===== config.mk =====
export PLATFORM = sky130hd
export DESIGN_NAME = pstc_ctrl
export DESIGN_NICKNAME = d
export VERILOG_FILES = /design/src/rtl/pstc_pkg.sv /design/src/rtl/pstc_ctrl.sv
export SDC_FILE = /design/constraint.sdc
export NUM_CORES = 1
export LEC_CHECK = 0
export BUFFER_PORTS_ARGS = -buffer_cell sky130_fd_sc_hd__buf_2
export CELL_PAD_IN_SITES_DETAIL_PLACEMENT = 0
export CELL_PAD_IN_SITES_GLOBAL_PLACEMENT = 1
export CORE_ASPECT_RATIO = 0.6
export CORE_MARGIN = 2
export CORE_UTILIZATION = 38
export CTS_CLUSTER_DIAMETER = 100
export CTS_CLUSTER_SIZE = 25
export DETAILED_ROUTE_END_ITERATION = 12
export GPL_TIMING_DRIVEN = 0
export PLACE_DENSITY_LB_ADDON = 0.1
export SETUP_SLACK_MARGIN = 0.5
export SLEW_MARGIN = 10
export SYNTH_ARGS = -nofsm -noshare
export SYNTH_HDL_FRONTEND = slang
export SYNTH_SLANG_ARGS = --single-unit

===== constraint.sdc =====
create_clock -name clk -period 9.6 [get_ports clk]
set_clock_uncertainty 0.05 [all_clocks]
set_input_delay 0.96 -clock clk [delete_from_list [all_inputs] [get_ports clk]]
set_output_delay 0.96 -clock clk [all_outputs]
set_load 0.01 [all_outputs]

===== src/rtl/pstc_pkg.sv =====
package pstc_pkg;

  // Table size and the widths that follow from it.
  localparam int TABLE_ENTRIES = 64;
  localparam int IDX_W = (TABLE_ENTRIES > 1) ? $clog2(TABLE_ENTRIES) : 1;
  localparam int FILL_W = $clog2(TABLE_ENTRIES + 1);

  // Packets from this first octet are loopback traffic and are not counted.
  localparam logic [7:0] LOOPBACK_OCTET = 8'd127;

  // Operation codes of an input word.
  localparam logic [1:0] OP_PACKET = 2'd0;
  localparam logic [1:0] OP_CLEAR  = 2'd1;
  localparam logic [1:0] OP_READ   = 2'd2;

  // Status codes of a result word.
  localparam logic [2:0] ST_HIT  = 3'd0;
  localparam logic [2:0] ST_NEW  = 3'd1;
  localparam logic [2:0] ST_LOOP = 3'd2;
  localparam logic [2:0] ST_FULL = 3'd3;
  localparam logic [2:0] ST_DONE = 3'd4;

  // One table entry as stored and read back.
  typedef struct packed {
    logic [31:0] addr;
    logic [31:0] count;
    logic [63:0] bytes;
  } entry_t;

  // Write port of the table.
  typedef struct packed {
    logic             we_addr;
    logic             we_cnt;
    logic [IDX_W-1:0] idx;
    entry_t           data;
  } wr_t;

  // Result word handed to the output register.
  typedef struct packed {
    logic              load;
    logic [2:0]        status;
    logic [5:0]        idx;
    logic              valid;
    entry_t            data;
    logic [FILL_W-1:0] used;
  } res_t;

endpackage


===== src/rtl/pstc_ctrl.sv =====
module pstc_ctrl (
  input  logic                        clk,
  input  logic                        rst,
  input  logic                        start,
  input  logic [1:0]                  opcode,
  input  logic [31:0]                 src_addr,
  input  logic [15:0]                 pkt_len,
  input  logic [5:0]                  read_index,
  output logic                        busy,
  output logic [pstc_pkg::IDX_W-1:0]  rd_idx,
  input  pstc_pkg::entry_t            rd_data,
  output pstc_pkg::wr_t               wr,
  output pstc_pkg::res_t              res
);

  typedef enum logic [4:0] {
    S_IDLE   = 5'b00001,
    S_SEARCH = 5'b00010,
    S_UPDATE = 5'b00100,
    S_CLEAR  = 5'b01000,
    S_READ   = 5'b10000
  } state_t;

  state_t                         state, state_next;
  logic [pstc_pkg::FILL_W-1:0]    fill, fill_next;
  logic [pstc_pkg::FILL_W-1:0]    scan, scan_next;
  logic                           pipe_v, pipe_v_next;
  logic [pstc_pkg::IDX_W-1:0]     pipe_idx, pipe_idx_next;
  logic [pstc_pkg::IDX_W-1:0]     clr_idx, clr_idx_next;
  logic [pstc_pkg::IDX_W-1:0]     hit_idx, hit_idx_next;
  logic [5:0]                     key_idx, key_idx_next;
  logic [31:0]                    key_addr, key_addr_next;
  logic [15:0]                    key_len, key_len_next;
  pstc_pkg::entry_t               hit, hit_next;

  logic                           accept;
  logic                           issue;
  logic                           match;
  logic [31:0]                    count_inc;
  logic [64:0]                    bytes_sum;
  logic [63:0]                    bytes_inc;

  assign busy   = (state != S_IDLE);
  assign accept = start && (state == S_IDLE);

  // While idle the read port looks at the requested index so the registered data is ready in S_READ.
  assign rd_idx = (state == S_IDLE) ? pstc_pkg::IDX_W'(read_index)
                                    : scan[pstc_pkg::IDX_W-1:0];

  // Shared compare: one stored address against the key per cycle.
  assign issue = (scan < fill);
  assign match = pipe_v && (rd_data.addr == key_addr);

  // Saturating counter update of a hit entry.
  assign count_inc = (&hit.count) ? hit.count : hit.count + 32'd1;
  assign bytes_sum = {1'b0, hit.bytes} + 65'(key_len);
  assign bytes_inc = bytes_sum[64] ? '1 : bytes_sum[63:0];

  // Sequencer.
  always_comb begin
    state_next    = state;
    fill_next     = fill;
    scan_next     = scan;
    pipe_v_next   = 1'b0;
    pipe_idx_next = pipe_idx;
    clr_idx_next  = clr_idx;
    hit_idx_next  = hit_idx;
    key_idx_next  = key_idx;
    key_addr_next = key_addr;
    key_len_next  = key_len;
    hit_next      = hit;
    wr            = '0;
    res           = '0;

    case (state)
      S_IDLE: begin
        if (accept) begin
          key_addr_next = src_addr;
          key_len_next  = pkt_len;
          key_idx_next  = read_index;
          case (opcode)
            pstc_pkg::OP_PACKET: begin
              if (src_addr[31:24] == pstc_pkg::LOOPBACK_OCTET) begin
                res.load   = 1'b1;
                res.status = pstc_pkg::ST_LOOP;
              end else begin
                state_next = S_SEARCH;
                scan_next  = '0;
              end
            end
            pstc_pkg::OP_CLEAR: begin
              state_next   = S_CLEAR;
              clr_idx_next = '0;
            end
            pstc_pkg::OP_READ: begin
              if (32'(read_index) < 32'(fill)) begin
                state_next = S_READ;
              end else begin
                res.load   = 1'b1;
                res.status = pstc_pkg::ST_DONE;
                res.idx    = read_index;
              end
            end
            default: begin
              res.load   = 1'b1;
              res.status = pstc_pkg::ST_DONE;
            end
          endcase
        end
      end

      S_SEARCH: begin
        if (match) begin
          state_next   = S_UPDATE;
          hit_next     = rd_data;
          hit_idx_next = pipe_idx;
        end else if (issue) begin
          scan_next     = scan + 1'b1;
          pipe_v_next   = 1'b1;
          pipe_idx_next = scan[pstc_pkg::IDX_W-1:0];
        end else if (fill == pstc_pkg::FILL_W'(pstc_pkg::TABLE_ENTRIES)) begin
          // Miss with every entry in use: drop the packet.
          state_next = S_IDLE;
          res.load   = 1'b1;
          res.status = pstc_pkg::ST_FULL;
        end else begin
          // Miss: append a new entry at the fill level.
          state_next       = S_IDLE;
          fill_next        = fill + 1'b1;
          wr.we_addr       = 1'b1;
          wr.we_cnt        = 1'b1;
          wr.idx           = fill[pstc_pkg::IDX_W-1:0];
          wr.data.addr     = key_addr;
          wr.data.count    = 32'd1;
          wr.data.bytes    = 64'(key_len);
          res.load         = 1'b1;
          res.status       = pstc_pkg::ST_NEW;
          res.idx          = 6'(fill);
          res.valid        = 1'b1;
          res.data         = wr.data;
        end
      end

      S_UPDATE: begin
        state_next    = S_IDLE;
        wr.we_cnt     = 1'b1;
        wr.idx        = hit_idx;
        wr.data.addr  = hit.addr;
        wr.data.count = count_inc;
        wr.data.bytes = bytes_inc;
        res.load      = 1'b1;
        res.status    = pstc_pkg::ST_HIT;
        res.idx       = 6'(hit_idx);
        res.valid     = 1'b1;
        res.data      = wr.data;
      end

      S_CLEAR: begin
        // One entry per cycle through the write port; addresses are kept.
        wr.we_cnt = 1'b1;
        wr.idx    = clr_idx;
        if (clr_idx == pstc_pkg::IDX_W'(pstc_pkg::TABLE_ENTRIES - 1)) begin
          state_next = S_IDLE;
          res.load   = 1'b1;
          res.status = pstc_pkg::ST_DONE;
        end else begin
          clr_idx_next = clr_idx + 1'b1;
        end
      end

      S_READ: begin
        state_next = S_IDLE;
        res.load   = 1'b1;
        res.status = pstc_pkg::ST_DONE;
        res.idx    = key_idx;
        res.valid  = 1'b1;
        res.data   = rd_data;
      end

      default: begin
        state_next = S_IDLE;
      end
    endcase

    res.used = fill_next;
  end

  // Control state.
  always_ff @(posedge clk) begin
    if (rst) begin
      state  <= S_IDLE;
      fill   <= '0;
      scan   <= '0;
      pipe_v <= 1'b0;
    end else begin
      state  <= state_next;
      fill   <= fill_next;
      scan   <= scan_next;
      pipe_v <= pipe_v_next;
    end
  end

  // Working registers of the current word.
  always_ff @(posedge clk) begin
    pipe_idx <= pipe_idx_next;
    clr_idx  <= clr_idx_next;
    hit_idx  <= hit_idx_next;
    key_idx  <= key_idx_next;
    key_addr <= key_addr_next;
    key_len  <= key_len_next;
    hit      <= hit_next;
  end

endmodule


==> Yosys cells after proc, flatten, opt, wreduce, memory -nomap -nowiden <==
Index checks and enable logic that the tools add are counted.
{ "classes": {"n_addsub": 5, "n_mul": 0, "div": 0, "magnitude_cmp": 2, "eq_ne": 24, "shift": 0, "muxes": 45, "bitwise": 2, "n_reduce_logical": 13} }
{ "op_table": {"columns": ["operator", "count"], "rows": [
  ["136-bit two-way mux", 3],
  ["129-bit one-hot mux with 3 select lines", 1],
  ["139-bit two-way mux", 2],
  ["128-bit one-hot mux with 2 select lines", 1],
  ["135-bit two-way mux", 1],
  ["64-bit by 16-bit adder with 65-bit output", 1],
  ["64-bit two-way mux", 1],
  ["7-bit two-way mux", 9],
  ["32-bit by 1-bit adder with 32-bit output (second input constant)", 1],
  ["32-bit == test", 1],
  ["32-bit two-way mux", 1],
  ["32-bit AND reduction", 1],
  ["5-bit two-way mux", 6],
  ["6-bit two-way mux", 5],
  ["5-bit one-hot mux with 3 select lines", 2],
  ["6-bit one-hot mux with 4 select lines", 1],
  ["7-bit one-hot mux with 3 select lines", 1],
  ["10-bit two-way mux", 2],
  ["4-bit one-hot mux with 5 select lines", 1],
  ["7-bit by 1-bit adder with 7-bit output (second input constant)", 2],
  ["7-bit one-hot mux with 2 select lines", 1],
  ["2-bit != test (second input constant)", 6],
  ["4-bit one-hot mux with 3 select lines", 1],
  ["6-bit one-hot mux with 2 select lines", 1],
  ["other kinds (29)", 39]
]} }
{ "word_totals": {"register_bits": 220, "latchBits": 0, "mem_bits_rw": 0, "romBits": 0, "input_bits": 187, "output_inout_bits": 289, "elab_cells": 104, "mem_count": 0} }

==> Depth between registers and ports, before layout <==
Gate-level depths: netlist of run 1.
{ "depth": {"word_depth": 5, "depth_mapped": 15, "mapped_depth_nobuf": 12} }

==> Least setup slack after synthesis of run 1 <==
No wires, ideal clock.
{ "synth_timing": {"kind": "input to register", "start": "input port rd_data[110] (netlist bit)", "end": "register state[0]", "setup_ps": 123, "arrival_ps": 7828, "required_time_ps": 9427, "path_slack_ps": 1599, "cell_stages": 8, "n_path_buf": 0, "path_cell_list": "xnor2_1 -> nand4_1 -> nor4_2 -> nand4_1 -> nor2_1 -> nor2_1 -> o211ai_1 -> nand2b_1"} }
{ "synth_via": {"elab_chain_cells": 4, "word_cells_on_any_way": 6, "classes_between": "eq/ne (2); mux (2); reduce/logical (2)"} }
{ "synth_lines": {"columns": ["element", "line_no", "source"], "rows": [
  ["start: declaration", "pstc_ctrl.sv:11", "input pstc_pkg::entry_t rd_data,"],
  ["32-bit == test (*)", "pstc_ctrl.sv:52", "assign match = pipe_v && (rd_data.addr == key_addr);"],
  ["1-bit logical AND (*)", "pstc_ctrl.sv:52", null],
  ["3-bit != test (no line) / 5-bit two-way mux (equally long branches)", null, null],
  ["6-bit AND reduction (no line) / 5-bit one-hot mux with 3 select lines (equally long branches)", null, null],
  ["end signal: assignment", "pstc_ctrl.sv:196", "state <= state_next;"],
  ["end: declaration", "pstc_ctrl.sv:24", "state_t state, state_next;"]
]} }
Every way passes the cells marked *; elsewhere a longest branch is shown, timed or not.
A chain may end at the register's enable or synchronous reset.

==> run metrics, run 1 <==
Core Region=about 0.034 mm2; minimum clock period=just over 5 ns; RSZ-0062 raised after global routing=false; # rows=52; VDD IR max=roughly 0.11 mV; final net count=around 2000; endpoint class of the critical path=output port; Yosys top cell by area=edfxtp_1; Post CTS Setup Buffer Count=0; drt pass-1 iters=6; largest net degree at the start of global routing=48; share of cells above drive strength 1=between 30% and 40%; share of the synthesized area in the top cell type=a little under half; ys flop type=edfxtp_1; Post-synth top cells=edfxtp_1 (200), nand2_1 (132), a21o_1 (99); Cell Pwr Density=roughly 120 mW/mm2; Slew headroom=29.6%; library cells used by synthesis=78; I/O pin count=476; period utilisation layout=52.9%; Achievable Freq=197 MHz; DR vias=between 10000 and 15000; max_cap viols=0; yosys warns=0; Iter 0 DRT Violations=between 1000 and 1500; Worst Setup SP=state[1]; Post-Syn Nets=~1500; area after detailed placement=about 0.016 mm2; root cell of the clock tree=clkbuf_16; worst hold path type=reg -> reg; CTS tree=done; Seq/Total Area, Yosys=approximately half; Post-route DRC=0; grt ovf=0; Cell Area, Synth=roughly 0.013 mm2; syn_area_per_cell=around 10 um2; per-cell routed wire length=between 20 and 25 um; worst-case reg-to-reg path depth=13; hold_buf cts=0; Layout Area Growth over Synthesis=26.6%; aggregate global-route resource usage=a little over a quarter; r2r setup slk=~6.5 ns; initial antenna violation count=2; CTS clk-pin slew, worst paths=approximately 0.11 ns; Clock power frac=between 30% and 40%; Worst-Skew Late Latency=around 0.50 ns; hold_ws=0.393 ns; Core Util, Final=between 40 and 50%; R2R Path Start=fill[2]; Synth Register Bits=220; Setup crit end=res[68]; WL final=between 50000 and 60000 um; via/cell ratio=roughly 5.5; sequential share of power=a little under three fifths; Cells after Synth=approximately 1300; Starting Density=38.8%; Setup TNS=0 ns; Post-Place Setup Slack=4.88 ns; reg2reg end=fill[1]; clock buffer depth=3; Port Buf Inserts=~480; H-tree levels=1; sw frac=a little over a quarter; Switch Pwr=just over 0.5 mW; design internal power=1.44 mW; first-pass GRT wire length=between 70000 and 80000 um; Critical Path RT=8.59 ns; Least-Margin Pin Slew=between 1 and 1.5 ns; cells resized by post-CTS repair=0; Slew Limit Fails=0; Routed Antenna Nets=0; most frequent cell after synthesis=edfxtp_1; die width=~240 um; clock sink total=220; Area contributors post-synth=edfxtp_1 (46%), a21o_1 (5.6%), xnor2_1 (3.8%), nand2_1 (3.8%), a21oi_1 (3.6%); routability cong.=approximately 0.95; final worst slack=roughly 4.5 ns; largest fanout on the critical path=10; Post-synth EDFFs=200; Worst Path Arrival=between 4 and 5 ns; vias in the first global route=11470; design area=around 0.017 mm2; cts bufs inserted=12; Critical Path Source Type=flop; Post-synth ARST share=0%; outcome=completed; post-DP HPWL=between 30000 and 40000 um; Die Area=about 0.036 mm2; overall die height=roughly 150 um; Pleak=around 8.0 nW; Fin. Hold Viols=0; Combinational Power Share=13.3%; critical path type=reg -> out; Setup Viol. Count Final=0
==> critical path, cell delays in order (launching register included) <==
cell,delay (ns)
dfxtp_1,0.36
or3_1,0.42
nor3b_1,0.19
clkbuf_1,0.45
clkbuf_1,0.84
buf_1,0.84
nand2_1,0.18
o31ai_2,0.10
buf_2,0.17
==> power groups by stage <==
| stage | Clock [mW] | Combinational, mW | Sequential (mW) |
|---|---|---|---|
| after floorplan | 0 | 0.136 | 1.12 |
| after global placement | 0 | 0.248 | 1.12 |
| after detailed placement | 0 | 0.256 | 1.12 |
| after CTS | 0.614 | 0.258 | 1.10 |
| after global routing | 0.638 | 0.283 | 1.10 |
| final | 0.600 | 0.260 | 1.10 |
==> stage by stage <==
| stage | power (mW) | instances |
|---|---|---|
| after floorplan | 1.25 | 1283 |
| after global placement | 1.37 | 2217 |
| after detailed placement | 1.38 | 2224 |
| after CTS | 1.97 | 2244 |
| after global routing | 2.02 | 2246 |
| final | 1.96 | 2246 |
==> logic make-up after synthesis <==
kind of cell | share of synthesized area, %
multiplexers | 0.152
XOR/XNOR | 7.32
adder cells (fa/ha/maj) | 3.67
flip-flops | 48.7
AND/OR/NAND/NOR | 18.6
buffers and inverters | 3.81
AO/OA/AOI/OAI | 17.8
==> flip-flops by register name, summed over array words and instances, names as in the netlist <==
register  cells
clr_idx       6
fill          7
hit         128
hit_idx       6
key_addr     32
key_idx       6
key_len      16
pipe_idx      6
pipe_v        1
scan          7
state         5
==> cell type report <==
type | count | area (um2)
Fill cell | 3253 | 17200
Sequential cell | 220 | 6410
Multi-Input combinational cell | 951 | 6250
Timing Repair Buffer | 482 | 2550
Tap cell | 459 | 574
Clock buffer | 19 | 358
Buffer | 58 | 299
Inverter | 54 | 205
Clock inverter | 1 | 5.00
Antenna cell | 2 | 5.00
==> routing by layer <==
metal | vias up | GRT usage, % | wire, um
li1 | 5768 | - | -
met1 | 6118 | 42.6 | 25100
met2 | 486 | 38.8 | 21400
met3 | 34 | 3.55 | 3450
met4 | 0 | 4.05 | 645
met5 | - | 0 | 0
==> layout by cell type, fill, tap and decap left out, types with 38 or more instances in the layout <==
cell type / instances
xor2_1: 53
inv_1: 38
edfxtp_1: 200
buf_2: 486
a21o_1: 99
nand2_1: 132
clkbuf_1: 39
nand3_1: 49
a21oi_1: 95
xnor2_1: 57
nand4_1: 47
nor2_1: 85
==> worst min-delay path by stage <==
stage / startpoint / endpoint / slack (ns) / depth (start not counted)
after floorplan: pipe_idx[0] / hit_idx[0] / 0.35 / 0
after global placement: pipe_idx[4] / hit_idx[4] / 0.35 / 0
after detailed placement: pipe_idx[0] / hit_idx[0] / 0.36 / 0
after CTS: pipe_idx[2] / hit_idx[2] / 0.39 / 0
after global routing: pipe_idx[0] / hit_idx[0] / 0.40 / 0
final: pipe_idx[0] / hit_idx[0] / 0.39 / 0
Note: power is estimated with default switching activity, not from simulation.
==> inputs of run 2 (changes only) <==
- clock period: 9.6 -> 5.1 ns (I/O delays scaled with it)
==> run metrics, run 2 (same netlist as run 1, synthesis figures left out) <==
outcome=completed; initial antenna violation count=2; DR vias=roughly 12000; period utilisation layout=between 80% and 90%; cts bufs inserted=12; Achievable Freq=224 MHz; largest fanout on the critical path=10; clock sink total=220; post-DP HPWL=just under 40000 um; per-cell routed wire length=around 22 um; VDD IR max=between 0.15 and 0.2 mV; H-tree levels=1; minimum clock period=between 4 and 5 ns; Pleak=8.03 nW; endpoint class of the critical path=output port; hold_buf cts=0; overall die height=approximately 150 um; via/cell ratio=5.46; Worst Setup SP=key_len[0]; Fin. Hold Viols=0; # rows=52; Critical Path Source Type=flop; largest net degree at the start of global routing=56; critical path type=reg -> out; most common cell after layout, fill and taps aside=buf_2; Die Area=roughly 0.036 mm2; Biggest register=hit; vias in the first global route=between 10000 and 15000; RSZ-0062 raised after global routing=true; final net count=roughly 2000; commonest non-fill, non-tap cells in the layout=buf_2 (484), edfxtp_1 (200), nand2_1 (132); max reg flops=around 130; drt pass-1 iters=5; Layout Area Growth over Synthesis=26.5%; hold_sp=pkt_len[15]; Iter 0 DRT Violations=roughly 910; CTS tree=done; aggregate global-route resource usage=roughly a quarter; Layout fillers=3302; Critical Path RT=~4.5 ns; Starting Density=between 30% and 40%; Setup Viol. Count Final=0; Least-Margin Pin Slew=approximately 0.96 ns; Worst Path Arrival=just under 4 ns; I/O pin count=about 480; die width=about 240 um; Worst-Skew Late Latency=~0.50 ns; share of cells above drive strength 1=~32%; FF/Latch Area=0.00641 mm2; root cell of the clock tree=clkbuf_16; worst hold path type=in -> reg; largest registers=hit x128, key_addr x32, key_len x16; multi-input combinational cell area=about 0.0063 mm2; final worst slack=approximately 0.64 ns; Cell Pwr Density=approximately 220 mW/mm2; clock buffer depth=3; Routed Antenna Nets=0; Core Region=between 0.03 and 0.04 mm2; Placed Instances=between 2000 and 2500; WL final=~50000 um; Post-Place Setup Slack=1.02 ns; Non-Filler Instances=about 2200; Slew Limit Fails=0; Post-route DRC=0; routability cong.=0.913; max_cap viols=0; R2R Path Start=key_addr[10]; CTS clk-pin slew, worst paths=around 0.12 ns; Slew headroom=between 30% and 40%; Port Buf Inserts=between 400 and 500; grt ovf=0; first-pass GRT wire length=~73000 um
[run 2: cell count changes in the layout (fill, tap and decap cells not counted), sizes merged]
cell    before  now
clkinv       1    0
clkbuf      53   57
buf        506  503
diode        2    4
[run 2: final timing paths]
path / to / slack [ns] / cells after the start
max: res[14] / 0.64 / 12
max reg2reg: hit[36] / 1.96 / 8
min reg2reg: hit_idx[1] / 0.37 / 0
min: key_len[15] / 0.12 / 1
[run 2: metrics by stage]
stage / power, mW / utilization [%] / TNS, ns / instance area (um2) / hold WS [ns]
4_1_cts: 3.68 / 49.0 / 0 / 16600 / 0.102
3_5_place_dp: 2.58 / 47.9 / 0 / 16200 / 0.355
3_3_place_gp: 2.58 / 47.5 / -34.56 / 16100 / 0.350
2_1_floorplan: 2.36 / - / 0 / 13200 / 0.350
5_1_grt: 3.81 / 49.1 / 0 / 16600 / 0.100
6_report: 3.66 / 49.1 / 0 / 16600 / 0.125
[run 2: power by group]
part / switching (mW) / internal (mW) / total [mW]
sequential: 0.0369 / 2.03 / 2.07
clock: 0.606 / 0.506 / 1.11
combinational: 0.289 / 0.187 / 0.476
total: 0.932 / 2.73 / 3.66
[run 2: critical path, stage by stage, from the launching register on]
cell	delay, ns
edfxtp_1	0.41
ha_1	0.26
fa_1	0.44
a211oi_1	0.38
o21ai_2	0.18
o211a_1	0.29
or2_1	0.22
buf_4	0.18
nand2_2	0.18
clkbuf_4	0.27
a21oi_1	0.15
a221o_1	0.30
buf_2	0.16
[run 2: area by class of cell]
class,count,share of cell area [%]
inverter,54,1.23
clock buffer,20,2.23
tap,459,3.45
timing repair buffer,482,15.1
multi-input combinational,951,37.6
buffer,58,1.83
antenna,4,0.0601
sequential,220,38.5
[run 2: metal layers]
metal / vias up / share of wire (%) / track usage (%)
met1: 6004 / 49 / 40.7
met4: 0 / 1.4 / 4.66
met5: - / 0 / 0
met3: 36 / 6.9 / 4.78
li1: 5771 / - / -
met2: 469 / 42 / 39.0
[run 2: timing repair]
action,4_1_cts,5_1_grt
setup endpoints to repair,1,14
gates cloned,0,0
resized for setup,0,5
pin swaps,1,0
buffers inserted,2,0
